**config.mk**
```make
export PLATFORM = sky130hd
export DESIGN_NAME = xmodem_checksum_receiver_flat
export DESIGN_NICKNAME = d
export VERILOG_FILES = /design/src/rtl/core/xcr_pkg.sv /design/src/rtl/core/xcr_in_if.sv /design/src/rtl/core/xcr_out_if.sv /design/src/rtl/core/xcr_in_stage.sv /design/src/rtl/core/xcr_engine.sv /design/src/rtl/core/xcr_out_stage.sv /design/src/rtl/core/xmodem_checksum_receiver.sv /design/src/flat_wrapper.sv
export SDC_FILE = /design/constraint.sdc
export NUM_CORES = 1
export LEC_CHECK = 0
export ABC_AREA = 1
export BUFFER_PORTS_ARGS = -buffer_cell sky130_fd_sc_hd__buf_4
export CELL_PAD_IN_SITES_DETAIL_PLACEMENT = 1
export CELL_PAD_IN_SITES_GLOBAL_PLACEMENT = 2
export CORE_MARGIN = 2
export CORE_UTILIZATION = 35
export CTS_CLUSTER_SIZE = 20
export DETAILED_ROUTE_END_ITERATION = 16
export HOLD_SLACK_MARGIN = 0.1
export PLACE_DENSITY_LB_ADDON = 0.1
export SLEW_MARGIN = 20
export SYNTH_ARGS = -nofsm -noshare
export SYNTH_HDL_FRONTEND = slang
export SYNTH_SLANG_ARGS = --single-unit
```
**constraint.sdc**
```tcl
create_clock -name i_clk -period 4.9 [get_ports i_clk]
set_input_delay 0.245 -clock i_clk [delete_from_list [all_inputs] [get_ports i_clk]]
set_output_delay 0.245 -clock i_clk [all_outputs]
set_load 0.01 [all_outputs]
```
**src/rtl/core/xcr_pkg.sv**
```systemverilog
// ----------------------------------------------------------------------------
// xcr_pkg
// Shared types, constants and codes of the xmodem checksum receiver.
// ----------------------------------------------------------------------------
package xcr_pkg;

    // frame layout
    localparam int DATA_BYTES  = 128;
    localparam int FRAME_BYTES = DATA_BYTES + 4;
    localparam int FC_W        = $clog2(FRAME_BYTES);
    localparam int OFF_W       = 7;
    localparam int TMR_W       = 16;
    localparam int RTY_W       = 4;
    localparam int BLK_W       = 16;
    localparam int CFG_W       = 16;

    localparam logic [FC_W-1:0] FC_LAST = FC_W'(FRAME_BYTES - 1);

    // control characters
    localparam logic [7:0] CH_SOH = 8'h01;
    localparam logic [7:0] CH_EOT = 8'h04;
    localparam logic [7:0] CH_ACK = 8'h06;
    localparam logic [7:0] CH_NAK = 8'h15;
    localparam logic [7:0] CH_CAN = 8'h18;

    // opcodes
    localparam logic [1:0] OP_BYTE  = 2'd0;
    localparam logic [1:0] OP_TICK  = 2'd1;
    localparam logic [1:0] OP_START = 2'd2;

    // frame verdicts
    localparam logic [1:0] VD_NONE    = 2'd0;
    localparam logic [1:0] VD_COMMIT  = 2'd1;
    localparam logic [1:0] VD_DISCARD = 2'd2;

    // register indexes
    localparam logic CFG_TIMEOUT = 1'b0;
    localparam logic CFG_RETRY   = 1'b1;

    // reset values of the registers
    localparam logic [TMR_W-1:0] TIMEOUT_RST = 16'd1000;
    localparam logic [RTY_W-1:0] RETRY_RST   = 4'd10;

    typedef enum logic [1:0] {
        PH_IDLE = 2'd0,
        PH_RECV = 2'd1,
        PH_DONE = 2'd2,
        PH_FAIL = 2'd3
    } t_phase;

    typedef struct packed {
        logic [1:0] opcode;
        logic [7:0] rx_byte;
    } t_in_word;

    typedef struct packed {
        logic             reply_valid;
        logic [7:0]       reply_byte;
        logic             data_valid;
        logic [7:0]       data_byte;
        logic [OFF_W-1:0] data_offset;
        logic [BLK_W-1:0] block_number;
        logic [1:0]       frame_verdict;
        logic [1:0]       status;
    } t_out_word;

    // input register toward the engine
    typedef struct packed {
        logic     valid;
        t_in_word word;
    } t_in_stage;

    // engine result toward the output register
    typedef struct packed {
        logic      fire;
        t_out_word word;
    } t_result;

endpackage

```
**src/rtl/core/xcr_in_if.sv**
```systemverilog
// ----------------------------------------------------------------------------
// xcr_in_if
// Input channel: opcode and received byte with valid/ready.
// ----------------------------------------------------------------------------
interface xcr_in_if import xcr_pkg::*; ();
    logic     valid;
    logic     ready;
    t_in_word data;

    modport source (output valid, output data, input ready);
    modport sink   (input valid, input data, output ready);
endinterface

```
**src/rtl/core/xcr_out_if.sv**
```systemverilog
// ----------------------------------------------------------------------------
// xcr_out_if
// Output channel: reply, tentative data and status with valid/ready.
// ----------------------------------------------------------------------------
interface xcr_out_if import xcr_pkg::*; ();
    logic      valid;
    logic      ready;
    t_out_word data;

    modport source (output valid, output data, input ready);
    modport sink   (input valid, input data, output ready);
endinterface

```
**src/rtl/core/xcr_in_stage.sv**
```systemverilog
// ----------------------------------------------------------------------------
// xcr_in_stage
// Input register: holds one word until the engine takes it.
// ----------------------------------------------------------------------------
module xcr_in_stage import xcr_pkg::*; (
    input  logic         i_clk,
    input  logic         i_rst_n,
    xcr_in_if.sink       i_in,
    input  logic         i_take,
    output t_in_stage    o_stage
);

    logic     r_valid;
    t_in_word r_word;
    logic     pop;

    assign pop        = r_valid && i_take;
    assign i_in.ready = !r_valid || i_take;

    // valid flag
    always_ff @(posedge i_clk) begin
        if (!i_rst_n) begin
            r_valid <= 1'b0;
        end else if (i_in.ready) begin
            r_valid <= i_in.valid;
        end else if (pop) begin
            r_valid <= 1'b0;
        end
    end

    // payload
    always_ff @(posedge i_clk) begin
        if (i_in.valid && i_in.ready) begin
            r_word <= i_in.data;
        end
    end

    assign o_stage.valid = r_valid;
    assign o_stage.word  = r_word;

endmodule

```
**src/rtl/core/xcr_engine.sv**
```systemverilog
// ----------------------------------------------------------------------------
// xcr_engine
// Receiver state and per-word update: framing, checksum, timer and replies.
// ----------------------------------------------------------------------------
module xcr_engine import xcr_pkg::*; (
    input  logic             i_clk,
    input  logic             i_rst_n,
    input  logic             i_cfg_we,
    input  logic             i_cfg_index,
    input  logic [CFG_W-1:0] i_cfg_wdata,
    input  t_in_stage        i_stage,
    input  logic             i_take,
    output t_result          o_result
);

    // configuration
    logic [TMR_W-1:0] r_timeout;
    logic [RTY_W-1:0] r_retry_limit;

    // receiver state
    t_phase           r_phase,  n_phase;
    logic [FC_W-1:0]  r_count,  n_count;
    logic [BLK_W-1:0] r_block,  n_block;
    logic [RTY_W-1:0] r_retry,  n_retry;
    logic [TMR_W-1:0] r_timer,  n_timer;
    logic [7:0]       r_sum,    n_sum;
    logic             r_hdr_ok, n_hdr_ok;
    logic             r_eot,    n_eot;

    logic             fire;
    logic [1:0]       op;
    logic [7:0]       b;
    logic [FC_W-1:0]  off_full;
    logic [RTY_W-1:0] retry_inc;
    logic             retry_fail;
    logic [TMR_W-1:0] timer_inc;
    logic             clear;
    t_out_word        res;

    assign fire = i_stage.valid && i_take;
    assign op   = i_stage.word.opcode;
    assign b    = i_stage.word.rx_byte;

    // configuration writes
    always_ff @(posedge i_clk) begin
        if (!i_rst_n) begin
            r_timeout     <= TIMEOUT_RST;
            r_retry_limit <= RETRY_RST;
        end else if (i_cfg_we) begin
            unique case (i_cfg_index)
                CFG_TIMEOUT: r_timeout     <= i_cfg_wdata[TMR_W-1:0];
                CFG_RETRY:   r_retry_limit <= i_cfg_wdata[RTY_W-1:0];
                default:     r_timeout     <= r_timeout;
            endcase
        end
    end

    // state registers
    always_ff @(posedge i_clk) begin
        if (!i_rst_n) begin
            r_phase  <= PH_IDLE;
            r_count  <= '0;
            r_block  <= BLK_W'(1);
            r_retry  <= '0;
            r_timer  <= '0;
            r_sum    <= '0;
            r_hdr_ok <= 1'b1;
            r_eot    <= 1'b0;
        end else if (fire) begin
            r_phase  <= n_phase;
            r_count  <= n_count;
            r_block  <= n_block;
            r_retry  <= n_retry;
            r_timer  <= n_timer;
            r_sum    <= n_sum;
            r_hdr_ok <= n_hdr_ok;
            r_eot    <= n_eot;
        end
    end

    // helpers: saturating retry step, saturating timer, payload offset
    assign retry_inc  = (r_retry != {RTY_W{1'b1}}) ? r_retry + RTY_W'(1) : r_retry;
    assign retry_fail = (retry_inc >= r_retry_limit);
    assign timer_inc  = (r_timer != {TMR_W{1'b1}}) ? r_timer + TMR_W'(1) : r_timer;
    assign off_full   = r_count - FC_W'(3);

    // next state and result
    always_comb begin
        n_phase  = r_phase;
        n_count  = r_count;
        n_block  = r_block;
        n_retry  = r_retry;
        n_timer  = r_timer;
        n_sum    = r_sum;
        n_hdr_ok = r_hdr_ok;
        n_eot    = r_eot;
        clear    = 1'b0;
        res      = '0;

        case (op)
            OP_START: begin
                n_phase         = PH_RECV;
                n_block         = BLK_W'(1);
                n_retry         = '0;
                clear           = 1'b1;
                res.reply_valid = 1'b1;
                res.reply_byte  = CH_NAK;
            end
            OP_BYTE: begin
                if (r_phase == PH_RECV) begin
                    // header, payload or checksum by position
                    if (r_count == FC_W'(0)) begin
                        n_eot    = (b == CH_EOT);
                        n_hdr_ok = (b == CH_SOH);
                    end else if (r_count == FC_W'(1)) begin
                        n_hdr_ok = r_hdr_ok && (b == r_block[7:0]);
                    end else if (r_count == FC_W'(2)) begin
                        n_hdr_ok = r_hdr_ok && (b == ~r_block[7:0]);
                    end else if (r_count < FC_LAST) begin
                        n_sum           = r_sum + b;
                        res.data_valid  = 1'b1;
                        res.data_byte   = b;
                        res.data_offset = OFF_W'(off_full);
                    end
                    n_count = r_count + FC_W'(1);
                    // full frame: judge it
                    if (r_count >= FC_LAST) begin
                        res.reply_valid = 1'b1;
                        clear           = 1'b1;
                        if (!r_hdr_ok) begin
                            res.reply_byte    = CH_NAK;
                            res.frame_verdict = VD_DISCARD;
                        end else if (b != r_sum) begin
                            res.frame_verdict = VD_DISCARD;
                            n_retry           = retry_inc;
                            if (retry_fail) begin
                                n_phase        = PH_FAIL;
                                res.reply_byte = CH_CAN;
                            end else begin
                                res.reply_byte = CH_NAK;
                            end
                        end else begin
                            res.reply_byte    = CH_ACK;
                            res.frame_verdict = VD_COMMIT;
                            n_retry           = '0;
                            if (r_block != {BLK_W{1'b1}}) begin
                                n_block = r_block + BLK_W'(1);
                            end
                        end
                    end
                end
            end
            OP_TICK: begin
                if (r_phase == PH_RECV) begin
                    n_timer = timer_inc;
                    // reply timer ran out
                    if (timer_inc >= r_timeout) begin
                        res.reply_valid = 1'b1;
                        clear           = 1'b1;
                        if (r_count == FC_W'(1) && r_eot) begin
                            res.reply_byte = CH_ACK;
                            n_phase        = PH_DONE;
                        end else begin
                            if (r_count > FC_W'(3)) begin
                                res.frame_verdict = VD_DISCARD;
                            end
                            n_retry = retry_inc;
                            if (retry_fail) begin
                                n_phase        = PH_FAIL;
                                res.reply_byte = CH_CAN;
                            end else begin
                                res.reply_byte = CH_NAK;
                            end
                        end
                    end
                end
            end
            default: begin
                res = '0;
            end
        endcase

        // judgment, timeout or start clears the frame
        if (clear) begin
            n_count  = '0;
            n_sum    = '0;
            n_hdr_ok = 1'b1;
            n_eot    = 1'b0;
            n_timer  = '0;
        end

        res.status       = n_phase;
        res.block_number = (n_phase == PH_DONE) ? n_block - BLK_W'(1) : n_block;
    end

    assign o_result.fire = fire;
    assign o_result.word = res;

endmodule

```
**src/rtl/core/xcr_out_stage.sv**
```systemverilog
// ----------------------------------------------------------------------------
// xcr_out_stage
// Result register: holds one word until the downstream side takes it.
// ----------------------------------------------------------------------------
module xcr_out_stage import xcr_pkg::*; (
    input  logic         i_clk,
    input  logic         i_rst_n,
    input  t_result      i_result,
    output logic         o_take,
    xcr_out_if.source    o_out
);

    logic      r_valid;
    t_out_word r_word;

    // room when empty or when the held word leaves now
    assign o_take = !r_valid || o_out.ready;

    // valid flag
    always_ff @(posedge i_clk) begin
        if (!i_rst_n) begin
            r_valid <= 1'b0;
        end else if (o_take) begin
            r_valid <= i_result.fire;
        end
    end

    // payload
    always_ff @(posedge i_clk) begin
        if (i_result.fire) begin
            r_word <= i_result.word;
        end
    end

    assign o_out.valid = r_valid;
    assign o_out.data  = r_word;

endmodule

```
**src/rtl/core/xmodem_checksum_receiver.sv**
```systemverilog
// ----------------------------------------------------------------------------
// xmodem_checksum_receiver
// An accepted word passes the input register and the engine; its result word shows from the result register.
// Throughput: one word per cycle while the result channel is not stalled.
// The input and result registers let a word enter while a result waits.
// Reset (synchronous, active low): idle, block 1, timeout 1000, retry limit 10.
// ----------------------------------------------------------------------------
module xmodem_checksum_receiver import xcr_pkg::*; (
    input  logic             i_clk,
    input  logic             i_rst_n,
    input  logic             i_cfg_we,
    input  logic             i_cfg_index,
    input  logic [CFG_W-1:0] i_cfg_wdata,
    xcr_in_if.sink           i_in,
    xcr_out_if.source        o_out
);

    t_in_stage stage;
    t_result   result;
    logic      take;

    // input register
    xcr_in_stage u_in_stage (
        .i_clk   (i_clk),
        .i_rst_n (i_rst_n),
        .i_in    (i_in),
        .i_take  (take),
        .o_stage (stage)
    );

    // state update
    xcr_engine u_engine (
        .i_clk       (i_clk),
        .i_rst_n     (i_rst_n),
        .i_cfg_we    (i_cfg_we),
        .i_cfg_index (i_cfg_index),
        .i_cfg_wdata (i_cfg_wdata),
        .i_stage     (stage),
        .i_take      (take),
        .o_result    (result)
    );

    // result register
    xcr_out_stage u_out_stage (
        .i_clk    (i_clk),
        .i_rst_n  (i_rst_n),
        .i_result (result),
        .o_take   (take),
        .o_out    (o_out)
    );

endmodule

```
**src/flat_wrapper.sv**
```systemverilog
// flat-port wrapper written by rule: the top's interface ports become plain ports
module xmodem_checksum_receiver_flat import xcr_pkg::*;
  (i_clk, i_rst_n, i_cfg_we, i_cfg_index, i_cfg_wdata, i_in_valid, i_in_data, i_in_ready, o_out_valid, o_out_data, o_out_ready);
  xcr_in_if i_in_i ();
  xcr_out_if o_out_i ();
  input  logic i_clk;
  input  logic i_rst_n;
  input  logic i_cfg_we;
  input  logic i_cfg_index;
  input  logic [CFG_W-1:0] i_cfg_wdata;
  input wire logic [$bits(i_in_i.valid)-1:0] i_in_valid;
  input wire logic [$bits(i_in_i.data)-1:0] i_in_data;
  output wire logic [$bits(i_in_i.ready)-1:0] i_in_ready;
  output wire logic [$bits(o_out_i.valid)-1:0] o_out_valid;
  output wire logic [$bits(o_out_i.data)-1:0] o_out_data;
  input wire logic [$bits(o_out_i.ready)-1:0] o_out_ready;
  assign i_in_i.valid = i_in_valid;
  assign i_in_i.data = i_in_data;
  assign i_in_ready = i_in_i.ready;
  assign o_out_valid = o_out_i.valid;
  assign o_out_data = o_out_i.data;
  assign o_out_i.ready = o_out_ready;
  xmodem_checksum_receiver u_core (.i_clk(i_clk), .i_rst_n(i_rst_n), .i_cfg_we(i_cfg_we), .i_cfg_index(i_cfg_index), .i_cfg_wdata(i_cfg_wdata), .i_in(i_in_i), .o_out(o_out_i));
endmodule
```
== After elaboration in Yosys (flattened, before gate mapping) ==
Cells that the tools add are included.
Word-level totals
  bits of input ports: 32
  output and inout port bits: 47
  register bits after elaboration: 133
Operators by class
  reduce and logical (&&, ||, !) cells: 29
  mux-type cells: 78
  equal/unequal tests: 23
  add/subtract/negate cells: 7
  bitwise gates (word level): 5
  magnitude comparators: 5
Operators with widths (count)
  $mux 16: 14
  $mux 8: 13
  $mux 4: 9
  $add 16x1->16 const B: 2
  $mux 2: 16
  $ne 16x16->1 const B: 2
  $pmux 16 s2: 1
  $mux 9: 3
  $pmux 9 s3: 1
  $mux 25: 1
  $ne 2x2->1 const B: 9
  $eq 8x1->1 const B: 2
  $eq 8x8->1: 2
  $ge 16x16->1: 1
  $mux 1: 16
  $sub 16x1->16 const B: 1
  $pmux 4 s3: 1
  $reduce_bool 2->1: 6
  $add 8x1->8 const B: 1
  $add 8x8->8: 1
  $eq 8x2->1 const B: 1
  $eq 8x3->1 const B: 1
  $ge 8x8->1 const B: 1
  $gt 8x2->1 const B: 1
  27 further kinds: 41

== Longest topological paths before layout ==
Gate-level depths: netlist (run 1).
  depth in word-level cells: 11
  gate-level depth with buffers: 28
  depth with buffers taken out: 28

== Cells and area by module ==
Synthesis (run 1) repeated with hierarchy kept, for this count alone.
Second synthesis, totals
  cells, all modules: 1038
  area, all modules: 7830.0 µm²
By module, submodules not included
  xcr_engine: cells an instance 969, area an instance 6073.3 µm², times used 1
  xcr_out_stage: cells an instance 51, area an instance 1397.6 µm², times used 1
  xcr_in_stage: cells an instance 18, area an instance 359.1 µm², times used 1

== Least setup slack after synthesis (run 1) ==
Ideal clock, no wire load.
  path type: register -> register
  start: register u_core.u_engine.r_timer[0]
  end: register u_core.u_engine.r_sum[4]
  data required time: 4783 ps
  clock period less this slack: 3377 ps
  setup time: 117 ps
  stages on the path, launching flop included: 21
  setup slack: 1523 ps
  arrival time: 3260 ps
  cell sequence: dfxtp_1 -> ha_1 -> nand3_2 -> nor3_1 -> nand3_1 -> nor3_1 -> nand3_2 -> nand3_1 -> xor2_2 -> ha_1 -> a21oi_1 -> o21ai_0 -> a21oi_1 -> nand2_2 -> nand2_2 -> nand2_2 -> buf_2 -> o21ai_4 -> inv_2 -> o21ai_0 -> nor2_1
Between the ends
  word-level cells in the longest chain between the ends: 8
  elaborated cells on any way between the ends: 15
  those cells by class: add/sub (1); order compare (1); eq/ne (4); mux (5); reduce/logical (4)
RTL lines
  from (decl): line xcr_engine.sv:25  | logic [TMR_W-1:0] r_timer, n_timer;
  from (signal assigned): line xcr_engine.sv:74  | r_timer <= n_timer;
  $add 16x1->16 or $ne 16x16->1 (tied branches): line xcr_engine.sv:84  | assign timer_inc = (r_timer != {TMR_W{1'b1}}) ? r_timer + TMR_W'(1) : r_timer;
  $mux 16 *: line xcr_engine.sv:84
  $ge 16x16->1 *: line xcr_engine.sv:157  | if (timer_inc >= r_timeout) begin
  $mux 1 *: line xcr_engine.sv:157
  $mux 1 *: line xcr_engine.sv:154  | if (r_phase == PH_RECV) begin
  $pmux 1 s3 *: line xcr_engine.sv:100  | case (op)
  $ne 2x2->1 (no source line) or $reduce_bool 2->1 (tied branches)
  $reduce_and 7->1 (no source line)
  to (signal assigned): line xcr_engine.sv:75  | r_sum <= n_sum;
  to (decl): line xcr_engine.sv:26  | logic [7:0] r_sum, n_sum;
Mark *: on every way between the ends. The rest lies on a longest branch, timed or not.
A chain may end at the register's enable or synchronous reset.

==> results of run 1 <==
-- worst max-delay path, stage by stage, from the launching register on --
cell and delay [ps]:
dfxtp_1 380, ha_1 230, nand3_2 110, nor3_1 160, nand3_1 180, nor3_1 280
nand3_2 190, nand3_1 190, xor2_2 180, ha_1 280, a21oi_1 140, o21ai_0 100
a21oi_1 230, nand2_2 140, a21oi_1 250, nand2_1 90, nand2_1 110, nand3_1 210
nor2_1 290, nand3_1 120, nand2_1 70, nand2_1 60
-- area by class of cell --
type                    instances  share of cell area (%)
clock buffers                  26                    5.59
clock inverters                 6                   0.434
inverters                     162                    6.39
multi-input cells             725                    41.9
flip-flops and latches        130                    32.8
well taps                     280                    3.68
repair buffers                106                    9.18
-- flip-flops by register name (all words and copies together) (netlist names) --
register / flops
u_core.u_in_stage.r_valid: 1
u_core.u_in_stage.o_stage: 10
u_core.u_engine.r_retry: 4
u_core.u_engine.r_timeout: 16
u_core.u_engine.r_retry_limit: 4
u_core.u_out_stage.o_out.data: 42
u_core.u_engine.r_eot: 1
u_core.u_engine.r_phase: 2
u_core.u_engine.r_block: 16
u_core.u_engine.r_hdr_ok: 1
u_core.u_out_stage.o_out.valid: 1
u_core.u_engine.r_count: 8
u_core.u_engine.r_sum: 8
u_core.u_engine.r_timer: 16
-- metal layers --
metal  part of all wire, %  track usage [%]  routed length, um
met5                     0                0                  0
met4                   1.0             5.07                236
met3                   3.0             3.52                682
met2                    46             33.2              10600
met1                    50             28.3              11600
-- cells in the mapped netlist, types with 8 or more instances --
cell	instances
nand2_1	210
inv_1	146
nor2_1	93
a21oi_1	84
dfxtp_1	78
nand3_1	76
o21ai_0	65
edfxtp_1	52
ha_1	35
xor2_1	23
nor2_2	19
nand4_1	18
inv_2	15
clkbuf_1	13
nand2_2	13
o211ai_1	13
nor3_1	12
buf_4	8
nand3_2	8
-- worst max path at each step --
stage          cells after the start  slack (ps)                                 to
2_1_floorplan                     20        1520           u_core.u_engine.r_sum[4]
3_5_place_dp                      26         510           u_core.u_engine.r_sum[1]
3_3_place_gp                      23         660           u_core.u_engine.r_sum[6]
5_1_grt                           24         130           u_core.u_engine.r_sum[7]
6_report                          21         650  u_core.u_out_stage.o_out.data[17]
4_1_cts                           26         500           u_core.u_engine.r_sum[1]
-- per-stage QoR --
step	setup WS [ps]	util [%]	cell area (um2)	hold slack, ps
final	648	43.3	9510	116
after global routing	134	43.3	9510	138
after CTS	497	43.3	9510	107
after detailed placement	505	39.5	8670	424
after global placement	658	39.5	8670	424
after floorplan	1520	-	7870	344
-- where the power goes --
part,switching (uW),internal [uW]
clock network,505,748
logic,215,127
registers,36.1,1180
total,756,2050
-- cells by family after synthesis --
family,after synthesis,synth area share [%]
AOI/OAI and AO/OA,186,13.1
DFF,130,39.7
buffers and inverters,191,9.71
other,1,0.0477
xor gates and xnor gates,31,3.65
adders and majority gates,36,5.83
and+or+nand+nor,469,27.9
-- timing repair --
item                                    in CTS  in global routing
endpoints found under the setup margin       0                  5
resized for setup                            0                  1
hold endpoints to repair                    28                  0
hold buffers                                26                  0
==> results.md, run 1 <==
- Most common flop cell mapped by yosys: dfxtp_1
- Initial Utilization: between 30% and 40%
- Placed Instances: about 1400
- Hold_sp: i_cfg_wdata[4]
- Worst hold path type: in2reg
- Initial DRT Pass Iterations: 5
- Initial antenna violation count: 0
- Syn Area/Cell: approximately 7.5 um2
- Syn Inst Count: between 1000 and 1500
- RD Place Congestion: 0.820
- Reg2Reg Setup Slack: 650 ps
- Setup Skew: ~9.6 ps
- RSZ-0062 raised after global routing: false
- Filler cells: 2736
- Antenna diodes: 0
- Worst slew pin tran: 827 ps
- Peak supply drop: between 0.2 and 0.25 mV
- Via count: 7144
- Top cells by area, synth: dfxtp_1 20%, edfxtp_1 20%, nand2_1 10%
- Vias per std cell: roughly 5.0
- Postcts setup bufs: 0
- CTS max path bufs: 2
- H-tree levels: 4
- Async SR Flop Fraction: 0%
- Area delta synth->final: 21.1%
- Total clock buffers created by CTS: 17
- # IOs: 79
- Crit path required time: ~5100 ps
- DR iter-0 viols: roughly 290
- Number of synthesized flops with an enable pin: 52
- Min cycle time layout: 4250 ps
- TritonCTS clock tree: built
- Pleak: between 0.004 and 0.005 uW
- Total power: ~2800 uW
- Most frequent cells in the layout: 210 x nand2_1, 145 x inv_1, 93 x nor2_1, 84 x a21oi_1, 79 x buf_4
- Die height: between 150 and 200 um
- Synth top area share: ~20%
- Achievable Freq: between 200 and 250 MHz
- Vias in the first global route: ~7200
- Worst r2r path cells: 21
- Proportion of layout cells with a drive suffix above 1: between 15 and 20%
- NumNets Final: 1210
- Fin. Hold Viols: 0
- First-pass GRT wire length: around 38 mm
- CTS Root Cell: clkbuf_16
- Detailed-route DRC error count: 0
- Synth cell types: between 40 and 50
- Total clock sinks: between 100 and 150
- Commonest non-fill, non-tap cell in the layout: nand2_1
- FF/Latch Area: approximately 3100 um2
- FF-to-FF Start: u_core.u_engine.r_timer[0]
- CP endpoint kind: flop
- Routed len/inst: between 15 and 20 um
- DPL Wire Length: ~17 mm
- Setup crit start: u_core.u_engine.r_timer[0]
- Hold Path Cell Cnt: 3
- DIE WIDTH: around 150 um
- Max FO, Critical Path: 7
- Register area share after synthesis: 39.7%
- Core area: approximately 22000 um2
- Worst skew pair latency: approximately 430 ps
- Slew HR: roughly 45%
- Final setup viols: 0
- Power per cell area: between 200 and 300 nW/um2
- Die area: ~24000 um2
- Multi-input combinational cell area: 3980 um2
- Final Max Slew Viols: 0
- Final Routed Wirelength: ~23 mm
- Port Buffers: between 70 and 80
- Worst Hold End: u_core.u_engine.r_timeout[4]
- Routed Antenna Nets: 0
- Non-Filler Instances: roughly 1400
- Synthesis-stage register bit count: 130
- Yosys warns: 0
- R2R Path End: u_core.u_out_stage.o_out.data[17]
- Fin Setup TNS: 0 ps
- Critical Path Source Type: flop
- WS Path Type: reg2reg
- Largest net degree at the start of global routing: 67
- Tcrit/Tclk final: approximately 87%
- GRT Total Usage: 20.4%
- Row count: 54
- Clock-pin slew on the worst setup and hold paths: 60 ps
- Maxcap violations: 0
- Post-synth top area cell: dfxtp_1
- Grt ovf: 0
- Syn Std Cell Area: 7860 um2
- Arr. time, crit path: about 4400 ps
- Status: finished clean
(Power assumes the default switching activity.)
==> inputs of run 2 (changes only) <==
SYNTH_HIERARCHICAL = 1   (was unset)
==> run 2 against run 1 <==
Against the previous run: synthesized cell count down 0.57%; power up 3.7%; sequential power about the same; highest routed layer unchanged; global-route usage up 0.19 points; clock power up 6%; maximum frequency up 2.6%; cell count down 0.49%; first-iteration DRC count up 7.3%; largest power group unchanged; setup slack better by 110 ps; largest cell class unchanged; critical path type unchanged; worst hold slack better by 6.8 ps; wire length up 2.6%; flip-flop and latch count up 3.
==> results.md, run 2 <==
- DR iter-0 viols: 310 (+7.3%)
- CTS max path bufs: 2 (unchanged)
- Synth top area share: 21.1% (+1.2 points)
- Worst hold path type: in2reg
- Pleak: 0.00433 uW (+2.3%)
- Syn Area/Cell: 7.54 um2 (+0.23%)
- Die height: 154 um (-0.17%)
- Count leader, synth: nand2_1
- DPL Wire Length: 17.6 mm (+1.3%)
- Total clock sinks: 133 (+2.3%)
- Post-Synth XOR/XNOR Area: 3.90% (+0.25 points)
- Core area: 21900 um2 (-0.31%)
- Post-DP Area: 8660 um2 (-0.17%)
- Worst skew pair latency: 420 ps (about the same)
- Initial Utilization: 35.8% (about the same)
- Maxcap violations: 0 (unchanged)
- Tcrit/Tclk final: 84.5% (-2.2 points)
- Complex-gate fraction of the synthesized area: 12.6% (-0.51 points)
- Multi-input combinational cell area: 3910 um2 (-1.8%)
- Final Max Slew Viols: 0 (unchanged)
- Synthesis-stage register bit count: 133 (+2.3%)
- Post-synth top area cell: edfxtp_1
- Design area: 9480 um2 (-0.34%)
- CTS Root Cell: clkbuf_16
- Syn Inst Count: 1038 (-0.57%)
- Simple-gate share of the synthesized area: 27.2% (-0.75 points)
- Antenna diodes: 0 (unchanged)
- Most frequent cells in the layout: 225 x nand2_1, 142 x inv_1, 99 x nor2_1, 82 x buf_4
- Multiplexer share of the synthesized area: 0.144% (+0.14 points)
- Via count: 7089 (-0.77%)
- Synth Area in Adders: 5.85% (+0.020 points)
- Grt ovf: 0 (unchanged)
- Detailed-route DRC error count: 0 (unchanged)
- Final setup viols: 0 (unchanged)
- Initial antenna violation count: 0 (unchanged)
- Filler cells: 2719 (-0.62%)
- Peak supply drop: 0.214 mV (+5.9%)
- TritonCTS clock tree: built
- Total clock buffers created by CTS: 17 (unchanged)
- Fin. Hold Viols: 0 (unchanged)
- FF/Latch Area: 3210 um2 (+2.9%)
- Initial DRT Pass Iterations: 5 (unchanged)
- Arr. time, crit path: 4440 ps (about the same)
- Async SR Flop Fraction: 0% (unchanged)
- Routed len/inst: 16.6 um (+3.1%)
- Crit path required time: 5200 ps (+120 ps)
- # IOs: 79 (unchanged)
- Slew HR: 54.8% (+10 points)
- RD Place Congestion: 0.862 (+5.0%)
- Postcts setup bufs: 0 (unchanged)
- Routed Antenna Nets: 0 (unchanged)
- Setup Skew: 11.7 ps (+2.14 ps)
- Max reg flops: 45 (+7.1%)
- Most common flop cell mapped by yosys: dfxtp_1
- GRT Total Usage: 20.6% (+0.19 points)
- Die area: 23600 um2 (-0.34%)
- Register area share after synthesis: 41.0% (+1.3 points)
- CP endpoint kind: flop
- Syn Std Cell Area: 7830 um2 (-0.35%)
- Worst slew pin tran: 679 ps (-149 ps)
- Row count: 54 (unchanged)
- Fin Setup TNS: 0 ps (unchanged)
- Clock-pin slew on the worst setup and hold paths: 60 ps (about the same)
- Critical Path Source Type: flop
- H-tree levels: 4 (unchanged)
- Top cells by area, synth: edfxtp_1 21%, dfxtp_1 20%, nand2_1 11%
- Power per cell area: 307 nW/um2 (+4.0%)
- Area delta synth->final: 21.1% (about the same)
- Commonest non-fill, non-tap cell in the layout: nand2_1
- DIE WIDTH: 154 um (-0.17%)
- Top cells by count, synth: 225 x nand2_1, 143 x inv_1, 99 x nor2_1
- Port Buffers: 78 (+4.0%)
- Final Routed Wirelength: 23.7 mm (+2.6%)
- First-pass GRT wire length: 39.0 mm (+2.8%)
- Proportion of layout cells with a drive suffix above 1: 14.3% (-1.6 points)
- RSZ-0062 raised after global routing: false
- Yosys warns: 6 (+6)
- Synth cell types: 49 (unchanged)
- Largest family of logic cells by synthesized area: simple AND/OR/NAND/NOR gates
- Vias in the first global route: 7248 (+1.1%)
- WS Path Type: reg2reg
- Largest net degree at the start of global routing: 48 (-28%)
- Min cycle time layout: 4140 ps (-109 ps)
- Achievable Freq: 241 MHz (+2.6%)
- Status: finished clean
- WHS: 122 ps (+6.78 ps)
- NumNets Final: 1203 (-0.58%)
- Vias per std cell: 4.96 (-0.28%)
- Max FO, Critical Path: 16 (+9)
- Number of synthesized flops with an enable pin: 55 (+5.8%)
run 2: kinds of logic (layout without fill, tap and decap cells):
family | count (synthesis) | in the layout
simple gates | 475 | 475
buf+inv | 180 | 288
compound gates | 178 | 178
flops | 133 | 133
fa+ha+maj | 36 | 36
xor+xnor | 34 | 34
other cells | 1 | 3
mux | 1 | 1
run 2: area by class of cell:
type / instances / area share (%)
Sequential cell: 133 / 33.9
Clock buffer: 17 / 4.49
Timing Repair Buffer: 102 / 8.61
Tap cell: 280 / 3.70
Clock inverter: 15 / 1.89
Inverter: 154 / 6.15
Multi-Input combinational cell: 727 / 41.3
run 2: power by group:
part	internal [uW]	leakage, uW	switching [uW]	total [uW]
Clock	804	0.000288	530	1330
Sequential	1200	0.00117	36.3	1240
Combinational	122	0.00287	214	336
run 2: final timing paths:
| check | to | depth (start not counted) | from | slack [ps] |
|---|---|---|---|---|
| setup reg to reg | u_core/u_engine/r_timer[8] | 19 | u_core/u_engine/r_timer[0] | 760 |
| hold reg to reg | u_core/u_engine/r_timeout[14] | 2 | u_core/u_engine/r_timeout[14] | 460 |
| hold / removal | u_core/u_out_stage/o_out.valid | 4 | o_out_ready | 120 |
| setup / recovery | u_core/u_engine/r_timer[8] | 19 | u_core/u_engine/r_timer[0] | 760 |
run 2: metal layers:
| metal | global-route usage [%] | vias up | share of wire (%) |
|---|---|---|---|
| met5 | 0 | - | 0 |
| met4 | 4.85 | 0 | 1.3 |
| met3 | 3.35 | 14 | 2.6 |
| met2 | 34.3 | 102 | 47 |
| met1 | 28.2 | 3346 | 49 |
| li1 | - | 3627 | - |
run 2: worst max-delay path, stage by stage (launching register included):
cell and delay [ps]:
dfxtp_1 420, inv_1 90, nor3_1 400, nand3_1 190, nor3_1 330, a21oi_1 110, a31oi_1 250, ha_1 310
a21oi_1 150, o21ai_0 130, nor2_1 170, nand2_1 130, nand2_1 240, nand2_4 190, nor2_1 250, nor2_4 110
inv_4 220, nor2_4 90, a22oi_1 150, nor2_1 60
run 2: stage by stage:
step                setup slack (ps)  std cells  util (%)  total power (uW)
global route                     148       1428      43.3              3050
finish                           757       1428      43.3              2910
global placement                 638       1376      39.6              1580
detailed placement               602       1376      39.6              1590
floorplan                       1660       1040         -              1460
CTS                              562       1428      43.2              2940
run 2: repair_timing:
item / 4_1_cts / 5_1_grt
endpoints found under the hold margin: 22 / 0
setup endpoints to repair: 0 / 12
resized for setup: 0 / 4
hold buffers: 20 / 0
